## config.mk

```make
export PLATFORM = sky130hd
export DESIGN_NAME = sapp_ctrl
export DESIGN_NICKNAME = d
export VERILOG_FILES = /design/src/design/sapp_pkg.sv /design/src/design/sapp_ctrl.sv
export SDC_FILE = /design/constraint.sdc
export NUM_CORES = 1
export LEC_CHECK = 0
export BUFFER_PORTS_ARGS = -buffer_cell sky130_fd_sc_hd__clkbuf_2
export CAP_MARGIN = 5
export CELL_PAD_IN_SITES_DETAIL_PLACEMENT = 0
export CELL_PAD_IN_SITES_GLOBAL_PLACEMENT = 1
export CORE_AREA = 2 2 39 41
export CTS_BUF_LIST = sky130_fd_sc_hd__clkbuf_4 sky130_fd_sc_hd__clkbuf_8
export DETAILED_ROUTE_END_ITERATION = 6
export DIE_AREA = 0 0 41 43
export PLACE_DENSITY = 0.71
export REMOVE_ABC_BUFFERS = 1
export SKIP_LAST_GASP = 1
export SYNTH_ARGS = -nofsm -noshare
export SYNTH_HDL_FRONTEND = slang
export SYNTH_SLANG_ARGS = --single-unit
```

## constraint.sdc

```tcl
create_clock -name clk -period 3.75 [get_ports clk]
set_input_delay 1.125 -clock clk [delete_from_list [all_inputs] [get_ports clk]]
set_output_delay 1.125 -clock clk [all_outputs]
set_load 0.02 [all_outputs]
```

## src/design/sapp_pkg.sv

```systemverilog
package sapp_pkg;

  localparam int POINTS_DEFAULT = 100;
  localparam int DATA_W = 32;
  localparam int PERIOD_W = 24;
  localparam logic [PERIOD_W-1:0] PERIOD_MAX = 24'hFFFFFF;
  localparam logic [35:0] US_PER_S_Q16 = 36'd65536000000;

  localparam logic [1:0] ACT_LOAD = 2'd0;
  localparam logic [1:0] ACT_START = 2'd1;
  localparam logic [1:0] ACT_TICK = 2'd2;

  localparam logic [1:0] REG_TIME_STEP = 2'd0;
  localparam logic [1:0] REG_MIN_VEL = 2'd1;
  localparam logic [1:0] REG_LOW_TIME = 2'd2;

  typedef enum logic [3:0] {
    ST_IDLE,
    ST_DECODE,
    ST_IDX_DIV,
    ST_READ,
    ST_MUL,
    ST_SUM,
    ST_PER_DIV,
    ST_FINISH,
    ST_OUT
  } ctrl_state_t;

  typedef struct packed {
    logic load_write;
    logic start_init;
    logic tick_update;
    logic idx_div_start;
    logic table_read;
    logic mul_exec;
    logic sum_exec;
    logic per_div_start;
    logic step_finish;
    logic out_load;
  } dp_cmd_t;

  typedef struct packed {
    logic step_due;
    logic idx_div_done;
    logic per_div_done;
  } dp_status_t;

endpackage

```

## src/design/sapp_ctrl.sv

```systemverilog
module sapp_ctrl
  import sapp_pkg::*;
(
  input  logic       clk,
  input  logic       rst,
  input  logic       in_valid,
  output logic       in_ready,
  input  logic [1:0] action,
  output logic       out_valid,
  input  logic       out_ready,
  input  dp_status_t status,
  output dp_cmd_t    cmd
);

  ctrl_state_t state, state_next;
  logic out_pend, out_pend_next;

  always_ff @(posedge clk) begin
    if (rst) begin
      state <= ST_IDLE;
      out_pend <= 1'b0;
    end else begin
      state <= state_next;
      out_pend <= out_pend_next;
    end
  end

  always_comb begin
    state_next = state;
    case (state)
      ST_IDLE: if (in_valid) state_next = ST_DECODE;
      ST_DECODE: begin
        if (status.step_due)
          state_next = ST_IDX_DIV;
        else
          state_next = ST_OUT;
      end
      ST_IDX_DIV: if (status.idx_div_done) state_next = ST_READ;
      ST_READ: state_next = ST_MUL;
      ST_MUL: state_next = ST_SUM;
      ST_SUM: state_next = ST_PER_DIV;
      ST_PER_DIV: if (status.per_div_done) state_next = ST_FINISH;
      ST_FINISH: state_next = ST_OUT;
      ST_OUT: if (!out_pend || out_ready) state_next = ST_IDLE;
      default: state_next = ST_IDLE;
    endcase
  end

  always_comb begin
    cmd = '0;
    in_ready = 1'b0;
    out_pend_next = out_pend && !out_ready;
    case (state)
      ST_IDLE: in_ready = 1'b1;
      ST_DECODE: begin
        cmd.load_write = (action == ACT_LOAD);
        cmd.start_init = (action == ACT_START);
        cmd.tick_update = (action == ACT_TICK);
        if (status.step_due)
          cmd.idx_div_start = 1'b1;
      end
      ST_IDX_DIV: cmd.table_read = status.idx_div_done;
      ST_READ: cmd.mul_exec = 1'b1;
      ST_MUL: cmd.sum_exec = 1'b1;
      ST_SUM: cmd.per_div_start = 1'b1;
      ST_FINISH: cmd.step_finish = 1'b1;
      ST_OUT: begin
        if (!out_pend || out_ready) begin
          cmd.out_load = 1'b1;
          out_pend_next = 1'b1;
        end
      end
      default: ;
    endcase
    out_valid = out_pend;
  end

  a_no_accept_busy: assert property (@(posedge clk) disable iff (rst)
    state != ST_IDLE |-> !in_ready) else $error("accept while working");
  a_out_hold: assert property (@(posedge clk) disable iff (rst)
    out_valid && !out_ready |=> out_valid) else $error("result dropped");
  a_load_gate: assert property (@(posedge clk) disable iff (rst)
    cmd.out_load |-> (!out_pend || out_ready)) else $error("result overwritten");

endmodule

```

==> metrics.log <==
[metrics] antenna cell count: 0
[metrics] Die Height: between 40 and 50 um
[metrics] required time of the worst setup path: between 2000 and 3000 ps
[metrics] insertion delay to the later sink of the worst-skew pair: about 250 ps
[metrics] number of gates resized after cts: 0
[metrics] antenna violations before repair: 0
[metrics] Hold Slack: roughly 550 ps
[metrics] layout cell share with drive strength beyond 1: about 40%
[metrics] htree depth: 1
[metrics] count of non-filler cells in the finished layout: roughly 80
[metrics] Fmax: between 300 and 400 MHz
[metrics] horizontal extent of the die: just over 40 um
[metrics] fin area: between 400 and 500 sq um
[metrics] fraction of synthesized area in multiplexers: 0%
[metrics] GP Congestion: 0.694
[metrics] delay of the slowest cell on the worst path: approximately 430 ps
[metrics] number of buffers inserted during clock tree synthesis: 3
[metrics] Peak VDD IR: between 100 and 150 uV
[metrics] per-cell routed wire length: 9.68 um
[metrics] setup repair after global routing missed its margin: no
[metrics] total setup violations reported at the end of the flow: 0
[metrics] die area: between 1500 and 2000 sq um
[metrics] antenna-violating nets left: 0
[metrics] Gate Count Post-Synth: 46
[metrics] root cell of the clock tree: clkbuf_4
[metrics] via density per instance: ~4.8
[metrics] cell area after placement: about 440 sq um
[metrics] area growth from synthesis to layout: 35.1%
[metrics] clk_skew: about 3.8 ps
[metrics] Initial DRC Count: 13
[metrics] class of the most critical hold timing path: flop to flop
[metrics] via count of the first global-routing pass: 300
[metrics] minimum clock period: 2800 ps
[metrics] final-stage net count: 76
[metrics] critical path start-end classification: flop to primary output
[metrics] GR Overflow Total: 0
[metrics] number of instances in the placed design: between 70 and 80
[metrics] count of cell types in the netlist: 20
[metrics] all-layer global routing usage: 10.3%
[metrics] relative slew slack: between 70 and 80%
[metrics] buffers and inverters on the worst path: 1
[metrics] HPWL Detailed: 570 um
[metrics] gate family responsible for the most delay along the worst path: simple AND/OR/NAND/NOR gates
[metrics] port buffer count: 20
[metrics] number of remaining DRC errors: 0
[metrics] Setup Fix Bufs, Post-CTS: 0
[metrics] wire length of the first global-routing pass: between 1000 and 1500 um
[metrics] clock tree from TritonCTS: built
[metrics] synthesized-area fraction occupied by adder cells: 0%
[metrics] Clk pin slew, worst setup/hold paths: ~50 ps
[metrics] sequential fraction of the synthesis area: approximately 29%
[metrics] endpoint arrival time on the critical path: 1680 ps
[metrics] standard-cell rows: 14
[metrics] P per Cell Area: 340 nW/um^2
[metrics] sequence of cells on the critical path: nand2b_1 > or3_1 > nor3b_1 > clkbuf_2
[metrics] CP max-delay cell: dfxtp_1
[metrics] Core Footprint: 1380 sq um
[metrics] clk sinks: 5
[metrics] Setup TNS: 0 ps
[metrics] endpoint type of the worst setup path: primary output
[metrics] largest net degree at the start of global routing: 14
[metrics] actual slew at the worst max-slew pin: a little over 400 ps
[metrics] fraction of synthesized cell area in xor and xnor cells: 2.51%
[metrics] maximum clock path buffer count: 2
[metrics] via count: approximately 390
[metrics] complex-gate fraction of the synthesized area: approximately an eighth
[metrics] fin. max-slew vios: 0
[metrics] mapped cell area: 349 sq um
[metrics] status: finished, final reports clean
[metrics] detailed-route wire length: 794 um
[metrics] Yosys Warn Count: 0
[metrics] # hold bufs at CTS: 0
[metrics] synthesized flop and latch total: 5
[metrics] total leakage power: just over 0.0002 uW
[metrics] average cell area after synthesis: between 7 and 8 sq um
[metrics] main combinational cell family by area after synthesis: simple AND/OR/NAND/NOR gates
[metrics] startpoint class of the critical path: flop
[metrics] I/O pin cnt: 21
[metrics] share of the cycle needed by the critical path after routing: 74.8%
[metrics] first drt pass iteration count: 4
[metrics] Simple-Gate Fraction of Synth Area: a little under half
[metrics] Max Cap Viol: 0
[metrics] Fin. Hold Viols: 0
[metrics] initial cell density of the core: 25.2%
[metrics] biggest fanout along the worst timing path: 13
## state kept, by name (all words and copies together) (netlist names)
name and cells:
out_valid 1, state 4
## worst register-to-register path: cells and delay by family (launching register included)
kind | cells | cell delay, ps
AOI/OAI and AO/OA | 1 | 210
and+or+nand+nor | 1 | 600
DFF | 1 | 430
## Yosys cell counts
master    instances  area (sq um)
inv_1             2          7.51
o31ai_1           1          7.51
a211oi_1          1          7.51
nor4_1            2          12.5
or3_1             3          18.8
nand2b_1          3          18.8
o32ai_2           1          16.3
nand2_1           4          15.0
nor3b_1           2          15.0
nor3_1            6          30.0
nor4b_1           2          17.5
dfxtp_1           5           100
nor2b_1           1          6.26
nor2_1            5          18.8
or4b_4            1          13.8
buf_2             2          10.0
buf_6             1          11.3
a21oi_1           2          10.0
buf_1             1          3.75
xor2_1            1          8.76
## routing by layer
metal | global-route usage [%] | vias to the layer above | wire length (um)
met3 | 4.71 | 4 | 94
met5 | 0 | - | 0
li1 | - | 203 | -
met4 | 8.00 | 0 | 24
met1 | 12.6 | 165 | 350
met2 | 13.1 | 21 | 325
## final cells by class
type	instances	area (sq um)
Clock buffer	3	22.5
Clock inverter	1	5.00
Fill cell	146	912
Inverter	2	7.51
Multi-Input combinational cell	35	216
Sequential cell	5	100
Tap cell	16	20.0
Timing Repair Buffer	20	100
## logic make-up after synthesis
family | count (synthesis)
AO/OA/AOI/OAI | 5
AND/OR/NAND/NOR | 29
buffers and inverters | 6
flip-flops | 5
XOR/XNOR | 1
## layout by cell type (no fill, tap or decap)
master,n
nor4_1,2
nor4b_1,2
inv_1,2
a211oi_1,1
nor2b_1,1
xor2_1,1
nor3_1,6
clkbuf_4,3
clkinv_2,1
or3_1,3
o32ai_2,1
clkbuf_2,20
a21oi_1,2
nor2_1,5
nand2_1,4
nor3b_1,2
dfxtp_1,5
or4b_4,1
o31ai_1,1
nand2b_1,3
## path summary, 6_finish.rpt
kind,from,to,slack (ps),cells past startpoint
worst max-delay path,state[2],cmd[8],950,4
worst min register to register,out_valid,out_valid,550,2
worst min-delay path,out_valid,out_valid,550,2
worst max register to register,state[2],state[3],2420,2
## stage by stage
step                      setup slack (ps)  utilization [%]  power, uW
after floorplan                        786                -       82.9
after global placement                 985             32.1       96.6
after detailed placement               954             32.1       96.6
after CTS                              936             34.1        163
after global routing                   832             34.1        170
final                                  947             34.1        160
## report_power, final
group          switching (uW)  total, uW  internal [uW]
clock                    26.4       65.2           38.8
sequential               6.85       62.8           56.0
combinational            18.2       32.4           14.2
No activity file was read; power rests on OpenSTA's default activity.
